### src/sv/mwsm_pkg.sv
// Shared types and constants for the moving window sum and mean core.
// Used by every module of the block except mwsm_ram; depends on nothing else.
package mwsm_pkg;

	localparam int MAX_WINDOW  = 64;
	localparam int SAMPLE_BITS = 16;
	localparam int FRAC_BITS   = 8;
	localparam int MEAN_W      = 24;

	localparam int PTR_W  = (MAX_WINDOW > 1) ? $clog2(MAX_WINDOW) : 1;
	localparam int CNT_W  = $clog2(MAX_WINDOW + 1);
	localparam int SUM_W  = SAMPLE_BITS + PTR_W;
	localparam int DIVD_W = SUM_W + FRAC_BITS;
	localparam int STEP_W = $clog2(DIVD_W);

	localparam int RES_W      = SUM_W + CNT_W + MEAN_W;
	localparam int S_TDATA_W  = ((SAMPLE_BITS + 7) / 8) * 8;
	localparam int M_TDATA_W  = ((RES_W + 7) / 8) * 8;

	localparam int Q_DEPTH = 2;
	localparam int Q_PTR_W = (Q_DEPTH > 1) ? $clog2(Q_DEPTH) : 1;

	typedef logic [SAMPLE_BITS-1:0] sample_t;
	typedef logic [SUM_W-1:0]       sum_t;
	typedef logic [CNT_W-1:0]       cnt_t;
	typedef logic [PTR_W-1:0]       ptr_t;
	typedef logic [MEAN_W-1:0]      mean_t;
	typedef logic [DIVD_W-1:0]      divd_t;

	// Work handed from the ring update to the divider.
	typedef struct packed {
		sum_t sum;
		cnt_t count;
	} job_t;

	typedef struct packed {
		logic valid;
		job_t job;
	} push_t;

	// Packed so that the sum sits in the lowest bits.
	typedef struct packed {
		mean_t mean;
		cnt_t  count;
		sum_t  sum;
	} result_t;

	typedef enum logic {
		F_IDLE,
		F_UPDATE
	} front_state_t;

	typedef enum logic [1:0] {
		B_IDLE,
		B_DIVIDE,
		B_HOLD
	} back_state_t;

endpackage

### src/sv/mwsm_ram.sv
// Generic single write port, single read port RAM with registered read data.
// Stand-alone; no package needed.
module mwsm_ram #(
	parameter int WIDTH = 16,
	parameter int DEPTH = 64
) (
	input  logic                     clk,
	input  logic                     we,
	input  logic [$clog2(DEPTH)-1:0] waddr,
	input  logic [WIDTH-1:0]         wdata,
	input  logic [$clog2(DEPTH)-1:0] raddr,
	output logic [WIDTH-1:0]         rdata
);

	logic [WIDTH-1:0] mem [DEPTH];
	logic [WIDTH-1:0] rdata_q;

	always_ff @(posedge clk) begin
		if (we) begin
			mem[waddr] <= wdata;
		end
		rdata_q <= mem[raddr];
	end

	assign rdata = rdata_q;

endmodule

### src/sv/mwsm_front.sv
// Front part: takes samples, keeps the sample ring, running sum and fill count.
// Depends on mwsm_pkg and mwsm_ram; hands (sum, count) jobs to the queue.
module mwsm_front (
	input  logic                             clk,
	input  logic                             arst_n,
	input  logic                             s_tvalid,
	output logic                             s_tready,
	input  logic [mwsm_pkg::S_TDATA_W-1:0]   s_tdata,
	input  logic                             cfg_valid,
	output logic                             cfg_ready,
	input  logic [mwsm_pkg::CNT_W-1:0]       cfg_data,
	output mwsm_pkg::push_t                  push,
	input  logic                             q_full
);
	import mwsm_pkg::*;

	front_state_t state_q, state_d;
	cnt_t         wl_q, wl_d;
	ptr_t         wpos_q, next_pos;
	cnt_t         fill_q, new_fill;
	sum_t         sum_q, new_sum;
	sample_t      sample_q, old_sample, ring_rdata;
	logic         ram_we;

	mwsm_ram #(
		.WIDTH(SAMPLE_BITS),
		.DEPTH(MAX_WINDOW)
	) u_ring (
		.clk  (clk),
		.we   (ram_we),
		.waddr(wpos_q),
		.wdata(sample_q),
		.raddr(wpos_q),
		.rdata(ring_rdata)
	);

	assign cfg_ready = 1'b1;

	always_comb begin
		if (cfg_data == '0) begin
			wl_d = cnt_t'(1);
		end else if (cfg_data > cnt_t'(MAX_WINDOW)) begin
			wl_d = cnt_t'(MAX_WINDOW);
		end else begin
			wl_d = cfg_data;
		end
	end

	// Until the window has filled once, the slot being replaced was never
	// written since the last clear and counts as zero.
	always_comb begin
		old_sample = (fill_q == wl_q) ? ring_rdata : '0;
		new_sum    = sum_q + sum_t'(sample_q) - sum_t'(old_sample);
		new_fill   = (fill_q < wl_q) ? fill_q + cnt_t'(1) : fill_q;
		next_pos   = (wpos_q == '0) ? ptr_t'(wl_q - cnt_t'(1)) : wpos_q - ptr_t'(1);
	end

	always_comb begin
		state_d    = state_q;
		s_tready   = 1'b0;
		ram_we     = 1'b0;
		push.valid = 1'b0;
		push.job   = '{sum: new_sum, count: new_fill};
		case (state_q)
			F_IDLE: begin
				s_tready = 1'b1;
				if (s_tvalid) begin
					state_d = F_UPDATE;
				end
			end
			F_UPDATE: begin
				if (!q_full) begin
					push.valid = 1'b1;
					ram_we     = 1'b1;
					state_d    = F_IDLE;
				end
			end
			default: state_d = F_IDLE;
		endcase
	end

	always_ff @(posedge clk or negedge arst_n) begin
		if (!arst_n) begin
			state_q <= F_IDLE;
			wl_q    <= cnt_t'(MAX_WINDOW);
			wpos_q  <= '0;
			fill_q  <= '0;
			sum_q   <= '0;
		end else begin
			state_q <= state_d;
			if (cfg_valid && cfg_ready) begin
				wl_q   <= wl_d;
				wpos_q <= '0;
				fill_q <= '0;
				sum_q  <= '0;
			end else if (ram_we) begin
				wpos_q <= next_pos;
				fill_q <= new_fill;
				sum_q  <= new_sum;
			end
		end
	end

	always_ff @(posedge clk) begin
		if (s_tvalid && s_tready) begin
			sample_q <= s_tdata[SAMPLE_BITS-1:0];
		end
	end

`ifndef NO_ASSERTIONS
	a_fill_bounded: assert property (@(posedge clk) disable iff (!arst_n)
		fill_q <= wl_q) else $error("fill count exceeds window length");
	a_pos_in_window: assert property (@(posedge clk) disable iff (!arst_n)
		cnt_t'(wpos_q) < wl_q) else $error("write position outside window");
`endif

endmodule

### src/sv/mwsm_fifo.sv
// Short queue of divide jobs between the ring update and the divider.
// Depends on mwsm_pkg.
module mwsm_fifo (
	input  logic              clk,
	input  logic              arst_n,
	input  mwsm_pkg::push_t   push,
	output logic              full,
	input  logic              pop,
	output logic              valid,
	output mwsm_pkg::job_t    head
);
	import mwsm_pkg::*;

	job_t                 mem_q [Q_DEPTH];
	logic [Q_PTR_W-1:0]   wr_ptr_q, rd_ptr_q;
	logic [Q_PTR_W:0]     cnt_q;

	assign full  = (cnt_q == (Q_PTR_W + 1)'(Q_DEPTH));
	assign valid = (cnt_q != '0);
	assign head  = mem_q[rd_ptr_q];

	always_ff @(posedge clk or negedge arst_n) begin
		if (!arst_n) begin
			wr_ptr_q <= '0;
			rd_ptr_q <= '0;
			cnt_q    <= '0;
		end else begin
			if (push.valid) begin
				wr_ptr_q <= wr_ptr_q + (Q_PTR_W)'(1);
			end
			if (pop) begin
				rd_ptr_q <= rd_ptr_q + (Q_PTR_W)'(1);
			end
			if (push.valid && !pop) begin
				cnt_q <= cnt_q + (Q_PTR_W + 1)'(1);
			end else if (pop && !push.valid) begin
				cnt_q <= cnt_q - (Q_PTR_W + 1)'(1);
			end
		end
	end

	always_ff @(posedge clk) begin
		if (push.valid) begin
			mem_q[wr_ptr_q] <= push.job;
		end
	end

`ifndef NO_ASSERTIONS
	a_no_overflow: assert property (@(posedge clk) disable iff (!arst_n)
		push.valid |-> !full) else $error("push into a full queue");
	a_no_underflow: assert property (@(posedge clk) disable iff (!arst_n)
		pop |-> valid) else $error("pop from an empty queue");
`endif

endmodule

### src/sv/mwsm_back.sv
// Back part: restoring divider for the mean and the result output register.
// Depends on mwsm_pkg; takes jobs from mwsm_fifo.
module mwsm_back (
	input  logic                clk,
	input  logic                arst_n,
	input  logic                q_valid,
	input  mwsm_pkg::job_t      q_head,
	output logic                q_pop,
	output logic                m_tvalid,
	input  logic                m_tready,
	output mwsm_pkg::result_t   result
);
	import mwsm_pkg::*;

	back_state_t      state_q, state_d;
	job_t             job_q;
	divd_t            quo_q;
	cnt_t             rem_q, rem_next;
	logic [STEP_W-1:0] step_q;
	logic [CNT_W:0]   trial, divisor_ext;
	logic             trial_ge;
	logic             m_tvalid_q;
	result_t          result_q;
	logic             out_load;

	// One quotient bit per cycle, dividend bits shifted in from the top.
	always_comb begin
		trial       = {rem_q, quo_q[DIVD_W-1]};
		divisor_ext = {1'b0, job_q.count};
		trial_ge    = (trial >= divisor_ext);
		rem_next    = trial_ge ? CNT_W'(trial - divisor_ext) : CNT_W'(trial);
	end

	always_comb begin
		state_d  = state_q;
		q_pop    = 1'b0;
		out_load = 1'b0;
		case (state_q)
			B_IDLE: begin
				if (q_valid) begin
					q_pop   = 1'b1;
					state_d = B_DIVIDE;
				end
			end
			B_DIVIDE: begin
				if (step_q == STEP_W'(DIVD_W - 1)) begin
					state_d = B_HOLD;
				end
			end
			B_HOLD: begin
				if (!m_tvalid_q || m_tready) begin
					out_load = 1'b1;
					state_d  = B_IDLE;
				end
			end
			default: state_d = B_IDLE;
		endcase
	end

	always_ff @(posedge clk or negedge arst_n) begin
		if (!arst_n) begin
			state_q    <= B_IDLE;
			m_tvalid_q <= 1'b0;
		end else begin
			state_q <= state_d;
			if (out_load) begin
				m_tvalid_q <= 1'b1;
			end else if (m_tready) begin
				m_tvalid_q <= 1'b0;
			end
		end
	end

	always_ff @(posedge clk) begin
		if (q_pop) begin
			job_q  <= q_head;
			quo_q  <= {q_head.sum, {FRAC_BITS{1'b0}}};
			rem_q  <= '0;
			step_q <= '0;
		end else if (state_q == B_DIVIDE) begin
			quo_q  <= {quo_q[DIVD_W-2:0], trial_ge};
			rem_q  <= rem_next;
			step_q <= step_q + STEP_W'(1);
		end
		if (out_load) begin
			result_q <= '{mean: mean_t'(quo_q), count: job_q.count, sum: job_q.sum};
		end
	end

	assign m_tvalid = m_tvalid_q;
	assign result   = result_q;

`ifndef NO_ASSERTIONS
	a_divisor_nonzero: assert property (@(posedge clk) disable iff (!arst_n)
		(state_q == B_DIVIDE) |-> (job_q.count != '0))
		else $error("divide by a zero fill count");
`endif

endmodule

### src/sv/moving_window_sum_mean_core.sv
// Top level of the moving window sum and mean core.
// Depends on mwsm_pkg, mwsm_front, mwsm_fifo and mwsm_back.
//
//   channel  dir  handshake          payload
//   s_*      in   s_tvalid/s_tready  s_tdata: sample_value
//   m_*      out  m_tvalid/m_tready  m_tdata: window_sum, fill_count, mean_q8
//   cfg_*    in   cfg_valid/ready    cfg_data: window_len
//
// The front takes one sample at a time: it captures the sample and reads the ring,
// then does the update, waiting while the job queue is full. The back takes one job at
// a time: it loads it, runs the bit-serial divider, then loads the output register.
// A two-entry job queue lets the front run ahead while the divider is busy.
// Reset, or a window_len write, clears the window through the fill count.
module moving_window_sum_mean_core (
	input  logic                             clk,
	input  logic                             arst_n,
	input  logic                             s_tvalid,
	output logic                             s_tready,
	input  logic [mwsm_pkg::S_TDATA_W-1:0]   s_tdata,  // [15:0] sample_value
	output logic                             m_tvalid,
	input  logic                             m_tready,
	// [21:0] window_sum, [28:22] fill_count, [52:29] mean_q8, rest zero
	output logic [mwsm_pkg::M_TDATA_W-1:0]   m_tdata,
	input  logic                             cfg_valid,
	output logic                             cfg_ready,
	input  logic [mwsm_pkg::CNT_W-1:0]       cfg_data
);
	import mwsm_pkg::*;

	push_t   push;
	logic    q_full, q_valid, q_pop;
	job_t    q_head;
	result_t result;

	mwsm_front u_front (
		.clk      (clk),
		.arst_n   (arst_n),
		.s_tvalid (s_tvalid),
		.s_tready (s_tready),
		.s_tdata  (s_tdata),
		.cfg_valid(cfg_valid),
		.cfg_ready(cfg_ready),
		.cfg_data (cfg_data),
		.push     (push),
		.q_full   (q_full)
	);

	mwsm_fifo u_fifo (
		.clk   (clk),
		.arst_n(arst_n),
		.push  (push),
		.full  (q_full),
		.pop   (q_pop),
		.valid (q_valid),
		.head  (q_head)
	);

	mwsm_back u_back (
		.clk     (clk),
		.arst_n  (arst_n),
		.q_valid (q_valid),
		.q_head  (q_head),
		.q_pop   (q_pop),
		.m_tvalid(m_tvalid),
		.m_tready(m_tready),
		.result  (result)
	);

	assign m_tdata = M_TDATA_W'(result);

endmodule

### config.mk
export PLATFORM = sky130hd
export DESIGN_NAME = moving_window_sum_mean_core
export DESIGN_NICKNAME = d
export VERILOG_FILES = /design/src/sv/mwsm_pkg.sv /design/src/sv/mwsm_ram.sv /design/src/sv/mwsm_front.sv /design/src/sv/mwsm_fifo.sv /design/src/sv/mwsm_back.sv /design/src/sv/moving_window_sum_mean_core.sv
export SDC_FILE = /design/constraint.sdc
export NUM_CORES = 1
export LEC_CHECK = 0
export BUFFER_PORTS_ARGS = -buffer_cell sky130_fd_sc_hd__buf_2
export CAP_MARGIN = 20
export CORE_UTILIZATION = 25
export DETAILED_ROUTE_END_ITERATION = 12
export PLACE_DENSITY = 0.51
export SYNTH_ARGS = -nofsm -noshare
export SYNTH_HDL_FRONTEND = slang
export SYNTH_HIERARCHICAL = 1
export SYNTH_SLANG_ARGS = --single-unit
### constraint.sdc
create_clock -name clk -period 4.4 [get_ports clk]
set_input_delay 0.44 -clock clk [delete_from_list [all_inputs] [get_ports clk]]
set_output_delay 0.44 -clock clk [all_outputs]
set_load 0.02 [all_outputs]
## Word level (Yosys, flattened, before mapping)

Memories as Yosys holds them, arrays and structs flattened. A register that Yosys moved wholly into a read port is not among the register bits.
Cells that the tools add are included.

| storage, ports and cells | value |
|---|---|
| register bits | 190 |
| bits in latches | 0 |
| bits in writable memories | 1082 |
| ROM bits | 0 |
| input bits | 28 |
| logic and storage cells | 95 |
| memories | 2 |

Memory list:

| memory | words | bits a word | read ports | clocked after Yosys merged registers in | wr ports | RTL line | source |
|---|---|---|---|---|---|---|---|
| u_front.u_ring.mem | 64 | 16 | 1 | 1 | 1 | mwsm_ram.sv:15 | `logic [WIDTH-1:0] mem [DEPTH];` |
| u_fifo.mem_q | 2 | 29 | 1 | 0 | 1 | mwsm_fifo.sv:14 | `job_t mem_q [Q_DEPTH];` |

| operators by class | value |
|---|---|
| add/sub/neg operators | 11 |
| multiply operators | 0 |
| divide/modulo/power cells | 0 |
| magnitude comparators | 3 |
| equal/unequal tests | 8 |
| shift operators | 0 |
| muxes and demuxes | 34 |
| bitwise logic cells | 1 |
| reduce and logical (&&, ||, !) cells | 16 |

Operators by type and width:

| kind | count |
|---|---|
| two-way mux 30 bit | 2 |
| two-way mux 22 bit | 2 |
| two-way mux 7 bit | 6 |
| adder 22 x 16 -> 22 bit | 1 |
| subtractor 22 x 16 -> 22 bit | 1 |
| two-way mux 6 bit | 3 |
| two-way mux 16 bit | 1 |
| two-way mux 1 bit | 13 |
| subtractor 6 x 1 -> 6 bit, second input constant | 2 |
| two-way mux 2 bit | 5 |
| nonzero test 2 bit | 5 |
| >= comparator 8 x 7 -> 1 bit | 1 |
| adder 7 x 1 -> 7 bit, second input constant | 1 |
| equality test 7 bit | 1 |
| greater-than comparator 7 bit, second input constant | 1 |
| logical NOT 7 bit | 1 |
| less-than comparator 7 bit | 1 |
| subtractor 7 bit | 1 |
| logical NOT 6 bit | 1 |
| case mux 2 bit (3 select lines) | 1 |
| adder 5 x 1 -> 5 bit, second input constant | 1 |
| equality test 5 bit, second input constant | 1 |
| equality test 2 bit, second input constant | 2 |
| inequality test 2 x 1 -> 1 bit, second input constant | 2 |
| other kinds (12) | 17 |

## Logic depth before layout (Yosys ltp)

| logic depth | value |
|---|---|
| word-level depth | 7 |
| gate-level depth with buffers | 16 |
| mapped depth without buffers | 16 |

## By module

Netlist, hierarchy kept.

By module, submodules not included:

| module | times used | cells an instance | area an instance (um^2) | sequential area each (um^2) |
|---|---|---|---|---|
| mwsm_ram | 1 | 1829 | 40042.2 | 31069.8 |
| mwsm_front | 1 | 586 | 4936.0 | 1557.7 |
| mwsm_back | 1 | 292 | 4657.0 | 3598.5 |
| mwsm_fifo | 1 | 106 | 2399.8 | 1841.8 |
| moving_window_sum_mean_core | 1 | 4 | 26.3 | 0.0 |

## Worst setup path after synthesis

No wires, ideal clock.

| timing | value |
|---|---|
| path kind | register -> register |
| from | register u_front.wl_q[6] |
| to | memory u_fifo/mem_q[0][26] (netlist bit) (data pin) |
| library setup time | 0.271 ns |
| arrival time | 3.318 ns |
| required time | 4.129 ns |
| slack | 0.811 ns |
| stages on the path, launching flop included | 17 |
| period minus slack after synthesis | 3.589 ns |
| path through | dfstp_2 inv_1 ha_1 nand3_1 nor2_1 clkbuf_1 and2_1 fa_1 inv_1 ha_1 buf_2 and2_1 a221o_1 a21boi_1 o21ai_0 a31oi_1 xnor2_1 |

RTL lines:

| what | RTL line | source |
|---|---|---|
| start: declaration | mwsm_front.sv:18 | `cnt_t wl_q, wl_d;` |
| start signal: assignment | mwsm_front.sv:85 | `wl_q <= cnt_t'(MAX_WINDOW);` |
| start signal: assignment | mwsm_front.sv:92 | `wl_q <= wl_d;` |
| end: declaration | mwsm_fifo.sv:14 |  |

==> impl_metrics.json <==
{
  "finalPower_w": 0.0380,
  "antenna_found_initial": 5,
  "r2r_cells": 14,
  "cts_resized": 0,
  "clk_path_buf_depth": 3,
  "maxSlewViolCount": 0,
  "htreeDepth": 4,
  "switchingPower_w": 0.0125,
  "die_h_um": 458,
  "irDropWorstVdd_v": 0.000407,
  "cts.sink_count": 1288,
  "holdPathStages": 3,
  "drv_cap": 0,
  "holdCritStartpoint": "cfg_data[4]",
  "fin_area_um2": 60500,
  "die_area_um2": 210000,
  "r2r_slack_ns": 0.41,
  "postCtsSetupBuffers": 0,
  "dr.pass1.iters": 5,
  "synthSimpleGateAreaFrac_pct": 4.66,
  "start_util_pct": 25.1,
  "hold_class": "in2reg",
  "cts_tree": "done",
  "grt_pass1_vias": 26600,
  "fin_nets": 3126,
  "grt_usage_pct": 12.1,
  "dieWidth_um": 458,
  "io_buffers": 82,
  "ys_types": 90,
  "wl_per_cell_um": 21.4,
  "finalCritPeriodShare_pct": 90.7,
  "clock_skew_ns": 0.0284,
  "synth_flop_cell": "edfxtp_1",
  "p_clk_share_pct": 28.3,
  "r2r-start": "u_front/wl_q[6]",
  "synthMuxAreaShare_pct": 13.1,
  "synth_top_family_by_area": "multiplexers",
  "pwr-share-comb_pct": 30.2,
  "crit_path_start_kind": "register",
  "clockRootBuffer": "clkbuf_16",
  "crit_chain": "inv_1, ha_1, nand3_1, nor2_1, buf_4, and2_1, fa_1, fa_1, nand2b_1, a21o_1, a21oi_1, nor2_1, o31a_1, xnor2_1",
  "finalSetupViolations": 0,
  "synth_top_area_share_pct": 69.3,
  "hold_violations": 0,
  "dp_hpwl_um": 77800,
  "seq_area_frac_synth_pct": 73.1,
  "cts_made_buffers": 133,
  "coreArea_um2": 207000,
  "globalRouteOverflowTotal": 0,
  "grt_max_degree": 77,
  "worst_setup_path_end_kind": "register",
  "worst_pin_slew_ns": 1.10,
  "viasPerCell": 4.43,
  "internal-power_w": 0.0255,
  "tns_ns": 0,
  "path_clk_slew_ns": 0.06,
  "route.detailed.drc": 0,
  "clock.fmax_ghz": 0.250,
  "gp_congestion": 0.812,
  "synth.area.top_cells": "edfxtp_1, mux4_2, dfrtp_1",
  "synth_area_um2": 52100,
  "synth_seq_cells": 1288,
  "netlist_instances": 2817,
  "crit_arrival_ns": 4.48,
  "wl_um": 127000,
  "synth_fa_ha_area_share_pct": 1.64,
  "relSlewSlack_pct": 26.5,
  "critPathMaxStageDelay_ns": 0.51,
  "area_growth_pct": 16.2,
  "fillers": 20300,
  "yosys.area_share.xor_xnor_pct": 0.531,
  "std_cell_rows": 167,
  "period_needed_ns": 3.99,
  "crit_fanout": 16,
  "drive_above_1_share_pct": 22.9,
  "hold_slack_ns": 0.0824,
  "worstSkewPairLatency_ns": 0.77,
  "synth_edf_count": 1202,
  "crit_family": "adder cells",
  "yosys_warnings": 6,
  "required_ns": 4.89,
  "drt_iter0_markers": 2478,
  "synth_compound_gate_area_share_pct": 4.28,
  "rsz0062_at_grt": "false",
  "powerDensity_nw_per_um2": 628,
  "avgSynthCellArea_um2": 18.5,
  "ant_nets": 0,
  "yosys.area.top_type": "edfxtp_1",
  "path_class": "reg2reg",
  "p_leak_nw": 19.5,
  "final_util_pct": 29.2,
  "ios": 87,
  "grt_pass1_wl_um": 186000,
  "ys_async_sr_fraction_pct": 3.88,
  "status": "finished, final reports clean",
  "min_to": "u_front/wl_q[4]",
  "r2r-end": "u_fifo/mem_q[0][25]",
  "worst_path_max_delay_cell": "dfstp_2",
  "placed_cell_area_um2": 56100,
  "swShare_pct": 33.0,
  "seq_power_share_pct": 41.6,
  "worst-path-buf-inv": 2,
  "num_vias": 26300
}
cell usage after synthesis, types with 34 or more instances:
cell	n
nand2_1	136
inv_1	101
dfxtp_1	36
buf_2	45
a21oi_1	60
mux4_2	220
a22oi_1	41
nand3_1	55
edfxtp_1	1202
clkbuf_1	46
nor2b_1	47
dfrtp_1	49
mux2i_1	92
nor2_1	120
ha_1	41
mux2_2	34
state kept, by name (all words and copies together) (netlist names):
signal and cells:
u_front/u_ring/mem 1024, u_fifo/mem_q 58, u_back/result 53, u_back/quo_q 30
u_back/job_q 22, u_front/sum_q 22, u_front/sample_q 16, u_front/u_ring/rdata 16
u_back/divisor_ext 7, u_back/rem_q 7, u_front/fill_q 7, u_front/wl_q 7
u_front/wpos_q 6, u_back/step_q 5, u_back/state_q 2, u_fifo/cnt_q 2
u_back/m_tvalid 1, u_fifo/rd_ptr_q 1, u_fifo/wr_ptr_q 1, u_front/state_q 1
worst register-to-register path, delay by kind of cell (launching register included):
kind            cells  cell delay (ns)
xor+xnor            1             0.15
flops               1             0.51
compound gates      3             0.82
simple gates        5             0.78
buf+inv             2             0.25
fa+ha+maj           3             1.22
cells in the final DEF (no fill, tap or decap), types with 32 or more instances in the layout:
| master | n |
|---|---|
| ha_1 | 41 |
| buf_2 | 82 |
| buf_4 | 125 |
| dfxtp_1 | 36 |
| clkbuf_1 | 37 |
| edfxtp_1 | 1202 |
| dfrtp_1 | 43 |
| nor2_1 | 119 |
| nand2_1 | 136 |
| o21ai_0 | 32 |
| inv_1 | 101 |
| nand3_1 | 55 |
| nor2b_1 | 42 |
| mux2i_1 | 92 |
| mux4_2 | 220 |
| a22oi_1 | 41 |
| clkbuf_16 | 134 |
| a21oi_1 | 60 |
| mux2_2 | 34 |
metrics by stage:
| stage | std cells | worst slack (ns) |
|---|---|---|
| CTS | 5938 | 0.387 |
| global route | 5939 | 0.146 |
| global placement | 5670 | 0.456 |
| detailed placement | 5670 | 0.407 |
| finish | 5943 | 0.408 |
| floorplan | 2819 | 0.811 |
metal layers:
metal / GRT usage, % / up-vias / part of all wire (%)
li1: - / 11700 / -
met1: 16.5 / 13800 / 45
met2: 18.8 / 671 / 46
met3: 2.88 / 155 / 6.4
met4: 3.75 / 0 / 2.2
met5: 0 / - / 0
power by group through the flow:
stage	Sequential [W]	Clock, W	Combinational [W]
6_report	0.0158	0.0107	0.0115
5_1_grt	0.0159	0.0115	0.0124
4_1_cts	0.0158	0.0110	0.0116
3_5_place_dp	0.0161	0	0.0115
3_3_place_gp	0.0160	0	0.0114
2_1_floorplan	0.0158	0	0.00799
area by class of cell:
cell class                      instances  area, µm²  share of cell area [%]
Antenna cell                            5       12.5                  0.0207
Clock buffer                          175       3550                    5.86
Clock inverter                         70        596                   0.984
Inverter                              103        387                   0.639
Multi-Input combinational cell       1276      12700                    20.9
Sequential cell                      1288      38100                    62.9
Tap cell                             2788       3490                    5.76
Timing Repair Buffer                  238       1740                    2.87
cells by family (layout without fill, tap and decap cells):
group | count (synthesis) | after routing
and+or+nand+nor | 492 | 492
DFF | 1288 | 1288
AOI/OAI and AO/OA | 312 | 312
other | 2 | 9
adders and majority gates | 58 | 58
xor gates and xnor gates | 30 | 30
buffers and inverters | 255 | 586
muxes | 380 | 380
how the worst max path moves through the flow:
stage / cells after the start / to / from / slack [ns]
finish: 14 / u_fifo/mem_q[0][25] / u_front/wl_q[6] / 0.41
global route: 14 / u_fifo/mem_q[0][25] / u_front/wl_q[6] / 0.15
CTS: 14 / u_fifo/mem_q[0][25] / u_front/wl_q[6] / 0.39
detailed placement: 14 / u_fifo/mem_q[1][25] / u_front/wl_q[6] / 0.41
global placement: 14 / u_fifo/mem_q[0][25] / u_front/wl_q[6] / 0.46
floorplan: 16 / u_fifo/mem_q[0][26] / u_front/wl_q[6] / 0.81
what timing repair did:
action / CTS / global route
endpoints found under the setup margin: 0 / 0
hold endpoints to repair: 53 / 0
hold buffers: 23 / 0
(Power assumes the default switching activity.)
